File: config.mk
export PLATFORM = sky130hd
export DESIGN_NAME = nonpreemptive_priority_scheduler_core
export DESIGN_NICKNAME = d
export VERILOG_FILES = /design/src/sv/nps_pkg.sv /design/src/sv/nonpreemptive_priority_scheduler_core.sv /design/src/sv/nps_cell.sv
export SDC_FILE = /design/constraint.sdc
export NUM_CORES = 2
export LEC_CHECK = 0
export BUFFER_PORTS_ARGS = -buffer_cell sky130_fd_sc_hd__buf_2
export CAP_MARGIN = 20
export CORE_MARGIN = 2
export CORE_UTILIZATION = 65
export DETAILED_ROUTE_END_ITERATION = 12
export PLACE_DENSITY = 0.79
export SYNTH_ARGS = -nofsm -noshare
export SYNTH_HDL_FRONTEND = slang
export SYNTH_SLANG_ARGS = --single-unit
File: constraint.sdc
create_clock -name clk -period 10.8 [get_ports clk]
set_input_delay 1.08 -clock clk [delete_from_list [all_inputs] [get_ports clk]]
set_output_delay 1.08 -clock clk [all_outputs]
set_load 0.02 [all_outputs]
File: src/sv/nps_pkg.sv
// shared types and constants of the priority scheduler
package nps_pkg;

  localparam int MAX_JOBS = 16;
  localparam int IDX_W    = $clog2(MAX_JOBS);
  localparam int CNT_W    = $clog2(MAX_JOBS + 1);
  localparam int ARR_W    = 16;
  localparam int BUR_W    = 16;
  localparam int PRI_W    = 8;
  localparam int TIME_W   = 21;
  localparam int JOB_ID_W = 5;

  localparam logic KIND_LOAD = 1'b0;
  localparam logic KIND_RUN  = 1'b1;

  // candidate handed along the chain
  typedef struct packed {
    logic              found;
    logic [IDX_W-1:0]  idx;
    logic [ARR_W-1:0]  arrival;
    logic [BUR_W-1:0]  burst;
    logic [PRI_W-1:0]  prio;
    logic              min_valid;
    logic [ARR_W-1:0]  min_arrival;
  } cand_t;

  // broadcast control from the sequencer to every cell
  typedef struct packed {
    logic              load;
    logic [IDX_W-1:0]  load_idx;
    logic [ARR_W-1:0]  arrival;
    logic [BUR_W-1:0]  burst;
    logic [PRI_W-1:0]  prio;
    logic [CNT_W-1:0]  count;
    logic [TIME_W-1:0] now;
    logic              clr_done;
    logic              set_done;
    logic [IDX_W-1:0]  done_idx;
  } ctl_t;

  localparam cand_t CAND_NONE = '0;

  typedef enum logic [1:0] {
    ST_IDLE = 2'b01,
    ST_SCAN = 2'b10
  } state_t;

endpackage

File: src/sv/nonpreemptive_priority_scheduler_core.sv
// non-preemptive priority scheduler: chain of job cells and dispatch sequencer
//
// usage: pulse start with in_kind low to load one job (arrival, burst,
// priority); the next edge stores it and busy stays low, so loads may come
// every cycle. a load beyond MAX_JOBS jobs is dropped. start with in_kind high
// runs the schedule over all loaded jobs; busy is high for the whole run.
// each dispatch takes one scan for the best candidate to ripple
// through the cell chain, plus one more scan when the clock has to jump to
// the next arrival. one result per job appears on the out_ ports for a single
// cycle with out_strobe high; out_last_job marks the final one, in the same
// cycle busy falls and the job table is empty again. a run with no jobs
// gives no result. the receiver cannot stall: results are never held back.
// reset (rst_n low at a clock edge) empties the table and clears the run.
module nonpreemptive_priority_scheduler_core (
  input  logic                          clk,
  input  logic                          rst_n,
  input  logic                          start,
  output logic                          busy,
  input  logic                          in_kind,
  input  logic [nps_pkg::ARR_W-1:0]     in_arrival_time,
  input  logic [nps_pkg::BUR_W-1:0]     in_burst_length,
  input  logic [nps_pkg::PRI_W-1:0]     in_job_priority,
  output logic                          out_strobe,
  output logic [nps_pkg::JOB_ID_W-1:0]  out_job_id,
  output logic [nps_pkg::TIME_W-1:0]    out_finish_tick,
  output logic [nps_pkg::TIME_W-1:0]    out_turnaround,
  output logic [nps_pkg::TIME_W-1:0]    out_wait_ticks,
  output logic [nps_pkg::BUR_W-1:0]     out_job_energy_halves,
  output logic [nps_pkg::TIME_W-1:0]    out_total_energy_halves,
  output logic                          out_last_job
);

  nps_pkg::state_t             state_r, state_nxt;
  logic [nps_pkg::CNT_W-1:0]   count_r, count_nxt;
  logic [nps_pkg::CNT_W-1:0]   scan_r, scan_nxt;
  logic [nps_pkg::CNT_W-1:0]   done_cnt_r, done_cnt_nxt;
  logic [nps_pkg::TIME_W-1:0]  clock_r, clock_nxt;
  logic [nps_pkg::TIME_W-1:0]  energy_r, energy_nxt;
  logic                        strobe_r, strobe_nxt;
  logic [nps_pkg::JOB_ID_W-1:0] id_r, id_nxt;
  logic [nps_pkg::TIME_W-1:0]  comp_r, comp_nxt;
  logic [nps_pkg::TIME_W-1:0]  tat_r, tat_nxt;
  logic [nps_pkg::TIME_W-1:0]  wait_r, wait_nxt;
  logic [nps_pkg::BUR_W-1:0]   bur_r, bur_nxt;
  logic                        last_r, last_nxt;

  nps_pkg::ctl_t               ctl;
  nps_pkg::cand_t              chain [nps_pkg::MAX_JOBS];
  nps_pkg::cand_t              tail;
  logic                        accept;
  logic                        scan_end;
  logic                        is_last;
  logic [nps_pkg::TIME_W-1:0]  bur_ext;
  logic [nps_pkg::TIME_W-1:0]  arr_ext;

  assign busy     = (state_r != nps_pkg::ST_IDLE);
  assign accept   = start && !busy;
  assign tail     = chain[nps_pkg::MAX_JOBS-1];
  assign scan_end = (state_r == nps_pkg::ST_SCAN) &&
                    (scan_r == nps_pkg::CNT_W'(nps_pkg::MAX_JOBS));
  assign is_last  = ({1'b0, done_cnt_r} + 1'b1) == {1'b0, count_r};
  assign bur_ext  = {{(nps_pkg::TIME_W-nps_pkg::BUR_W){1'b0}}, tail.burst};
  assign arr_ext  = {{(nps_pkg::TIME_W-nps_pkg::ARR_W){1'b0}}, tail.arrival};

  genvar gi;
  generate
    for (gi = 0; gi < nps_pkg::MAX_JOBS; gi++) begin : g_cell
      nps_cell u_cell (
        .clk      (clk),
        .rst_n    (rst_n),
        .my_idx   (nps_pkg::IDX_W'(gi)),
        .ctl      (ctl),
        .cand_in  ((gi == 0) ? nps_pkg::CAND_NONE : chain[(gi == 0) ? 0 : gi-1]),
        .cand_out (chain[gi])
      );
    end
  endgenerate

  always_comb begin
    state_nxt    = state_r;
    count_nxt    = count_r;
    scan_nxt     = scan_r;
    done_cnt_nxt = done_cnt_r;
    clock_nxt    = clock_r;
    energy_nxt   = energy_r;
    strobe_nxt   = 1'b0;
    id_nxt       = id_r;
    comp_nxt     = comp_r;
    tat_nxt      = tat_r;
    wait_nxt     = wait_r;
    bur_nxt      = bur_r;
    last_nxt     = last_r;

    ctl          = '0;
    ctl.load_idx = count_r[nps_pkg::IDX_W-1:0];
    ctl.arrival  = in_arrival_time;
    ctl.burst    = in_burst_length;
    ctl.prio     = in_job_priority;
    ctl.count    = count_r;
    ctl.now      = clock_r;
    ctl.done_idx = tail.idx;

    case (state_r)
      nps_pkg::ST_IDLE: begin
        if (accept && in_kind == nps_pkg::KIND_LOAD) begin
          if (count_r < nps_pkg::CNT_W'(nps_pkg::MAX_JOBS)) begin
            ctl.load  = 1'b1;
            count_nxt = count_r + 1'b1;
          end
        end else if (accept && in_kind == nps_pkg::KIND_RUN) begin
          clock_nxt  = '0;
          energy_nxt = '0;
          ctl.clr_done = 1'b1;
          if (count_r != '0) begin
            done_cnt_nxt = '0;
            scan_nxt     = '0;
            state_nxt    = nps_pkg::ST_SCAN;
          end
        end
      end
      nps_pkg::ST_SCAN: begin
        if (!scan_end) begin
          scan_nxt = scan_r + 1'b1;
        end else if (tail.found) begin
          ctl.set_done = 1'b1;
          clock_nxt    = clock_r + bur_ext;
          energy_nxt   = energy_r + bur_ext;
          strobe_nxt   = 1'b1;
          id_nxt       = nps_pkg::JOB_ID_W'({1'b0, tail.idx} + 1'b1);
          comp_nxt     = clock_r + bur_ext;
          tat_nxt      = clock_r + bur_ext - arr_ext;
          wait_nxt     = clock_r - arr_ext;
          bur_nxt      = tail.burst;
          last_nxt     = is_last;
          done_cnt_nxt = done_cnt_r + 1'b1;
          scan_nxt     = '0;
          if (is_last) begin
            ctl.clr_done = 1'b1;
            ctl.set_done = 1'b0;
            count_nxt    = '0;
            clock_nxt    = '0;
            state_nxt    = nps_pkg::ST_IDLE;
          end
        end else begin
          clock_nxt = {{(nps_pkg::TIME_W-nps_pkg::ARR_W){1'b0}}, tail.min_arrival};
          scan_nxt  = '0;
        end
      end
      default: begin
        state_nxt = nps_pkg::ST_IDLE;
      end
    endcase
  end

  always_ff @(posedge clk) begin
    if (!rst_n) begin
      state_r    <= nps_pkg::ST_IDLE;
      count_r    <= '0;
      scan_r     <= '0;
      done_cnt_r <= '0;
      clock_r    <= '0;
      energy_r   <= '0;
      strobe_r   <= 1'b0;
    end else begin
      state_r    <= state_nxt;
      count_r    <= count_nxt;
      scan_r     <= scan_nxt;
      done_cnt_r <= done_cnt_nxt;
      clock_r    <= clock_nxt;
      energy_r   <= energy_nxt;
      strobe_r   <= strobe_nxt;
    end
  end

  always_ff @(posedge clk) begin
    id_r   <= id_nxt;
    comp_r <= comp_nxt;
    tat_r  <= tat_nxt;
    wait_r <= wait_nxt;
    bur_r  <= bur_nxt;
    last_r <= last_nxt;
  end

  assign out_strobe              = strobe_r;
  assign out_job_id              = id_r;
  assign out_finish_tick         = comp_r;
  assign out_turnaround          = tat_r;
  assign out_wait_ticks          = wait_r;
  assign out_job_energy_halves   = bur_r;
  assign out_total_energy_halves = energy_r;
  assign out_last_job            = last_r;

endmodule

File: src/sv/nps_cell.sv
// one job slot that merges its job into the candidate passing by
module nps_cell (
  input  logic                       clk,
  input  logic                       rst_n,
  input  logic [nps_pkg::IDX_W-1:0]  my_idx,
  input  nps_pkg::ctl_t              ctl,
  input  nps_pkg::cand_t             cand_in,
  output nps_pkg::cand_t             cand_out
);

  logic [nps_pkg::ARR_W-1:0] arrival_r;
  logic [nps_pkg::BUR_W-1:0] burst_r;
  logic [nps_pkg::PRI_W-1:0] prio_r;
  logic                      done_r;
  logic                      done_nxt;
  logic                      live;
  logic                      ready;
  logic                      better;
  logic                      lower_min;
  nps_pkg::cand_t            cand_r;
  nps_pkg::cand_t            cand_nxt;

  always_ff @(posedge clk) begin
    if (ctl.load && ctl.load_idx == my_idx) begin
      arrival_r <= ctl.arrival;
      burst_r   <= ctl.burst;
      prio_r    <= ctl.prio;
    end
  end

  always_comb begin
    done_nxt = done_r;
    if (ctl.clr_done) begin
      done_nxt = 1'b0;
    end else if (ctl.set_done && ctl.done_idx == my_idx) begin
      done_nxt = 1'b1;
    end
  end

  assign live  = ({1'b0, my_idx} < ctl.count) && !done_r;
  assign ready = live && ({{(nps_pkg::TIME_W-nps_pkg::ARR_W){1'b0}}, arrival_r} <= ctl.now);
  assign better = ready && (!cand_in.found || prio_r < cand_in.prio ||
                  (prio_r == cand_in.prio && arrival_r < cand_in.arrival));
  assign lower_min = live && (!cand_in.min_valid || arrival_r < cand_in.min_arrival);

  always_comb begin
    cand_nxt = cand_in;
    if (better) begin
      cand_nxt.found   = 1'b1;
      cand_nxt.idx     = my_idx;
      cand_nxt.arrival = arrival_r;
      cand_nxt.burst   = burst_r;
      cand_nxt.prio    = prio_r;
    end
    if (lower_min) begin
      cand_nxt.min_valid   = 1'b1;
      cand_nxt.min_arrival = arrival_r;
    end
  end

  always_ff @(posedge clk) begin
    if (!rst_n) begin
      done_r <= 1'b0;
      cand_r <= nps_pkg::CAND_NONE;
    end else begin
      done_r <= done_nxt;
      cand_r <= cand_nxt;
    end
  end

  assign cand_out = cand_r;

endmodule

; After elaboration in Yosys (flattened, before gate mapping)
; Cells that the tools add are included.
[classes]
add_sub_neg = 9
mul = 0
div_mod_pow = 0
n_lt_le_gt_ge = 78
eq_ne = 58
shifts = 0
n_mux = 73
bitwise_logic = 2
reduce_logical = 234
[op_table]
columns = op, n
row1 = $mux 45, 16
row2 = $lt 16x16->1, 30
row3 = $le 16x21->1, 16
row4 = $mux 17, 15
row5 = $mux 21, 7
row6 = $eq 8x8->1, 15
row7 = $lt 8x8->1, 15
row8 = $logic_and 1x1->1, 113
row9 = $pmux 21 s2, 2
row10 = $eq 4x4->1 const B, 16
row11 = $mux 5, 11
row12 = $logic_not 1->1, 47
row13 = $logic_or 1x1->1, 45
row14 = $add 21x16->21, 2
row15 = $sub 21x16->21, 2
row16 = $lt 4x5->1 const A, 8
row17 = $eq 4x3->1 const B, 8
row18 = $pmux 5 s2, 3
row19 = $reduce_or 2->1, 15
row20 = $lt 3x5->1 const A, 4
row21 = $mux 2, 9
row22 = $reduce_and 6->1, 3
row23 = $eq 4x2->1 const B, 4
row24 = $mux 16, 1
row25 = 24 further kinds, 47
[word_totals]
reg_bits = 1784
latchBits = 0
ramBits = 0
rom_bits = 0
inputBits = 44
output_inout_bits = 108
wordCells = 655
n_memories = 0

; Depth between registers and ports, before layout
[logic_depth]
depth_word = 8
ltp_mapped = 19
ltp_nobuf = 19

; By module
; A second synthesis with hierarchy kept.
[unflattened]
cells_unflattened = 9016
hier_area_um2 = 92424.9
[by_module_without_submodules]
columns = module, n_inst, cells_each, area_per_inst_um2, seq_area_each_um2
row1 = nps_cell, 16, 511, 5246.3, 2462.4
row2 = nonpreemptive_priority_scheduler_core, 1, 840, 8484.4, 3753.6

; Worst setup path before layout
; Ideal clock, no wire load.
[synth_timing]
kind = input to register
from = input port start
to = register g_cell[0].u_cell.arrival_r[0] in the netlist's numbering, enable pin
setup_time_ns = 0.487
arrival_ns = 4.363
t_required_ns = 10.313
setup_slack_ns = 5.950
path_stages = 4
path_buffers = 0
cell_sequence = nand2_1 nor3_1 nand2_1 nor3_1
[synth_via]
elab_chain_len = 5
[synth_rtl]
columns = element, line
row1 = from (decl), nonpreemptive_priority_scheduler_core.sv:17  ; input logic start,
row2 = $logic_and 1x1->1, nonpreemptive_priority_scheduler_core.sv:57  ; assign accept = start && !busy;
row3 = $logic_and 1x1->1, nonpreemptive_priority_scheduler_core.sv:105  ; if (accept && in_kind == nps_pkg::KIND_LOAD) begin
row4 = $mux 1, nonpreemptive_priority_scheduler_core.sv:105
row5 = $mux 1, nonpreemptive_priority_scheduler_core.sv:103  ; case (state_r)
row6 = $logic_and 1x1->1, nps_cell.sv:24  ; if (ctl.load && ctl.load_idx == my_idx) begin
row7 = to (signal assigned), nps_cell.sv:25  ; arrival_r <= ctl.arrival;
row8 = to (decl), nps_cell.sv:11  ; logic [nps_pkg::ARR_W-1:0] arrival_r;
; No other way between the ends.
; A chain may end at the register's enable or synchronous reset.

; Final worst setup path
[layout_timing]
from = register clock_r[10] in the netlist's numbering
to = register g_cell[1].u_cell.cand_r, in the netlist g_cell[1].u_cell.cand_out[34]
[layout_via]
elab_chain_len = 4
[layout_rtl]
columns = element, line
row1 = from (decl), nonpreemptive_priority_scheduler_core.sv:37  ; logic [nps_pkg::TIME_W-1:0] clock_r, clock_nxt;
row2 = from (signal assigned), nonpreemptive_priority_scheduler_core.sv:169  ; clock_r <= clock_nxt;
row3 = $le 16x21->1, nps_cell.sv:41  ; assign ready = live && ({{(nps_pkg::TIME_W-nps_pkg::ARR_W){1'b0}}, arrival_r} <= ctl.now);
row4 = $logic_and 1x1->1, nps_cell.sv:41
row5 = $logic_and 1x1->1, nps_cell.sv:42  ; assign better = ready && (!cand_in.found || prio_r < cand_in.prio ||
row6 = $mux 45, nps_cell.sv:48  ; if (better) begin
row7 = to (signal assigned), nps_cell.sv:64  ; cand_r <= nps_pkg::CAND_NONE;
row8 = to (signal assigned), nps_cell.sv:67  ; cand_r <= cand_nxt;
row9 = to (decl), nps_cell.sv:20  ; nps_pkg::cand_t cand_r;
; No other way between the ends.

==> run_results.csv <==
group,metric,value,unit
run_status,status,"finished, final reports clean",
cells_and_area,nets,9733,
place,place_hpwl,171,mm
timing,rsz0062_at_grt,"no",
worst_setup_path,cp.required,11.46,ns
logic_synthesis,ys_seq_area_share,48.6,%
routing,vias,69600,
pwr,pwr-share-clk,44.8,%
timing,slew_headroom,13.8,%
cells_and_area,ff_latch_area,0.0427,mm²
cts,cts_resized,0,
logic_synthesis,synth-simple-area-share,16.2,%
logic_synthesis,ys.flop_type,"dfxtp_1",
logic_synthesis,ys_async_sr_fraction,0,%
logic_synthesis,syn-instance-count,8876,
worst_setup_path,critical_path_class,"register to register",
logic_synthesis,synth_xor_xnor_area_share,0.838,%
cts,cts_tree,"done",
timing,hold_violations,0,
pwr,p_comb_share,5.8,%
pwr,leakage,0.0357,µW
floorplan,fp.dieW,371,µm
logic_synthesis,synthMuxAreaShare,2.06,%
cts,clockBufferDepth,3,
routing,drtAntennaViolNets,0,
logic_synthesis,ys_types,76,
global_routing,grt_pass1_vias,66100,
cells_and_area,nFillCells,9503,
worst_setup_path,critPathMaxStageDelay,0.87,ns
cts,clock-sinks,1769,
cts,cts-root-buf,"clkbuf_16",
cells_and_area,final_common_cell,"dfxtp_1",
floorplan,die_area,0.138,mm²
logic_synthesis,synth_nets,9827,
timing,fin_crit_sh,46.7,%
pwr,vdd_drop_max,0.172,mV
global_routing,antenna_found_initial,21,
routing,wirelength,254,mm
pwr,switching_power,3450,µW
worst_setup_path,slowest_stage,"clkinv_1",
pwr,p_int,11000,µW
worst_setup_path,cp_num_buf_inv,3,
worst_setup_path,critPathLaunchType,"register",
flow_run,drv_cap,0,
logic_synthesis,ys_ff_latch,1769,
cts,clk_latency,0.83,ns
timing,finalCriticalPeriod,5.04,ns
logic_synthesis,avgSynthCellArea,9.89,µm²
timing,fin_tns_setup,0,ns
routing,drcViolationCount,0,
logic_synthesis,synth-compound-area-share,13.1,%
routing,firstDrtPassIters,8,
worst_setup_path,crit_fanout,55,
cts,ctsHtreeMaxLevel,4,
logic_synthesis,synth-adder-area-share,13.0,%
floorplan,die_h,371,µm
timing,slew_violations,0,
cts,cts_setup_buffers,0,
place,port_buffers,151,
timing,worst_slew_pin_slew,1.29,ns
logic_synthesis,synth_top_family_by_area,"simple AND/OR/NAND/NOR gates",
worst_setup_path,reg2reg_from,"clock_r[10]",
cells_and_area,areaGrowthSynthToFinish,9.69,%
pwr,p_sw_share,23.8,%
floorplan,rows,134,
cts,clk_pin_slew,0.07,ns
logic_synthesis,synth_edf_count,725,
place,placed_area,0.0898,mm²
worst_setup_path,critPathTopFamily,"buffers and inverters",
global_routing,grt.total_usage,36.2,%
routing,wire_per_inst,23.7,µm
cells_and_area,utilization,72.0,%
global_routing,overflow,0,
cts,cts_inserted_buffers,178,
global_routing,grt_pass1_wl,386,mm
cells_and_area,multi_input_area,0.0400,mm²
cells_and_area,final_cell_mix,"dfxtp_1 (1,044), ha_1 (903), inv_1 (857)",
cts,cts_hold_buffers,0,
pwr,p_seq_share,49.4,%
logic_synthesis,synth_warnings,0,
min_path,hp-start,"g_cell[1].u_cell.cand_out[57]",
routing,avgViaCountPerCell,6.50,
floorplan,core_area,0.134,mm²
logic_synthesis,synthesis.area,0.0878,mm²
worst_setup_path,arrival,5.70,ns
routing,drt_iter0_markers,8527,
place,gp_congestion,0.957,
cells_and_area,drive_gt1_share,7.25,%
timing,setup_viol,0,
worst_setup_path,crit_path_start,"clock_r[10]",
timing,skew,0.0380,ns
global_routing,grt_max_degree,250,
cells_and_area,fin_area,0.0963,mm²
min_path,hold_path_class,"register to register",
pwr,power.density,151,mW/mm²
worst_setup_path,end_kind,"register",
floorplan,ios,152,
floorplan,initial_core_util,65.6,%
worst_setup_path,path_cells,"clkinv_1 > buf_4 > ha_1 > nand4_1 > nor3_1 > nand4_1 > a21oi_1 > a21oi_1 > a31oi_4 > buf_4 > o21ai_0",
timing,max_freq,0.198,GHz
[power groups by stage]
stage	registers, µW	logic (µW)	clock network [µW]
6_report	7160	841	6490
5_1_grt	7170	908	6790
4_1_cts	7170	798	6530
3_5_place_dp	7310	792	0
3_3_place_gp	7310	762	0
2_1_floorplan	7270	520	0
[metal layers]
| layer | vias to the layer above | share of wire, % | global-route usage, % |
|---|---|---|---|
| met5 | - | 0.028 | 0 |
| met4 | 6 | 6.0 | 19.6 |
| met3 | 755 | 9.4 | 6.83 |
| met2 | 3406 | 45 | 56.2 |
| met1 | 33300 | 40 | 48.2 |
| li1 | 32100 | - | - |
[path summary, 6_finish.rpt]
kind	endpoint	slack, ns	depth (start not counted)
hold / removal	g_cell[2].u_cell.cand_out[57]	0.43	2
setup reg to reg	g_cell[1].u_cell.cand_out[34]	5.76	11
setup / recovery	g_cell[1].u_cell.cand_out[34]	5.76	11
hold reg to reg	g_cell[2].u_cell.cand_out[57]	0.43	2
[worst min-delay path, cell delays in order, from the launching register on]
cell	delay [ns]
dfxtp_1	0.30
nand2_1	0.06
nor2_1	0.04
[final cells by class]
| cell class | instances | area share (%) |
|---|---|---|
| Clock buffer | 249 | 5.25 |
| Tap cell | 1768 | 2.30 |
| Timing Repair Buffer | 280 | 2.03 |
| Clock inverter | 85 | 1.20 |
| Multi-Input combinational cell | 5689 | 41.5 |
| Inverter | 864 | 3.38 |
| Sequential cell | 1769 | 44.3 |
| Antenna cell | 4 | 0.0104 |
[flip-flops by register name (all words and copies together), names as in the netlist, 2 cells and up]
name and flops:
g_cell.u_cell.done_r 16, count_r 5, out_wait_ticks 21, done_cnt_r 5, out_turnaround 21, state_r 2, out_finish_tick 21, g_cell.u_cell.prio_r 128
g_cell.u_cell.burst_r 256, clock_r 21, out_job_energy_halves 16, scan_r 5, out_total_energy_halves 21, g_cell.u_cell.arrival_r 256, out_job_id 5, g_cell.u_cell.cand_out 968
[metrics by stage]
stage               instances  power [µW]  hold WS [ns]  worst slack (ns)
floorplan                8876        7790         0.404              5.95
detailed placement      10400        8100         0.411              5.87
global route            10700       14900         0.430              5.60
CTS                     10700       14500         0.428              6.00
global placement        10400        8070         0.412              6.01
finish                  10700       14500         0.429              5.76
[cell families after synthesis]
| kind of cell | Yosys count |
|---|---|
| muxes | 179 |
| DFF | 1769 |
| xor gates and xnor gates | 84 |
| and+or+nand+nor | 2737 |
| buffers and inverters | 1418 |
| AOI/OAI and AO/OA | 1782 |
| adders and majority gates | 907 |
[synthesized netlist by cell type (26+ instances only)]
master | instances | area share (%)
clkbuf_1 | 461 | 2.0
o21a_1 | 81 | 0.69
mux2i_1 | 164 | 1.9
o211ai_1 | 160 | 1.4
xor2_1 | 37 | 0.37
xnor2_1 | 47 | 0.47
a211oi_1 | 28 | 0.24
o2111ai_1 | 35 | 0.35
edfxtp_1 | 725 | 25
dfxtp_1 | 1044 | 24
a21oi_1 | 307 | 1.8
inv_1 | 863 | 3.7
buf_2 | 47 | 0.27
o31ai_1 | 139 | 1.2
nor3_1 | 76 | 0.43
a21o_1 | 269 | 2.3
nor2_1 | 319 | 1.4
and2_1 | 47 | 0.33
ha_1 | 903 | 13
nand2b_1 | 53 | 0.38
nand4_1 | 385 | 2.7
or4_1 | 27 | 0.23
a31oi_1 | 160 | 1.1
nand2_1 | 650 | 2.8
buf_1 | 38 | 0.16
and3_1 | 26 | 0.19
nand4b_1 | 174 | 1.7
nor4_1 | 160 | 1.1
nand3_1 | 712 | 4.1
o21ai_0 | 449 | 2.6
nor2b_1 | 46 | 0.33
Note: power is estimated with default switching activity, not from simulation.
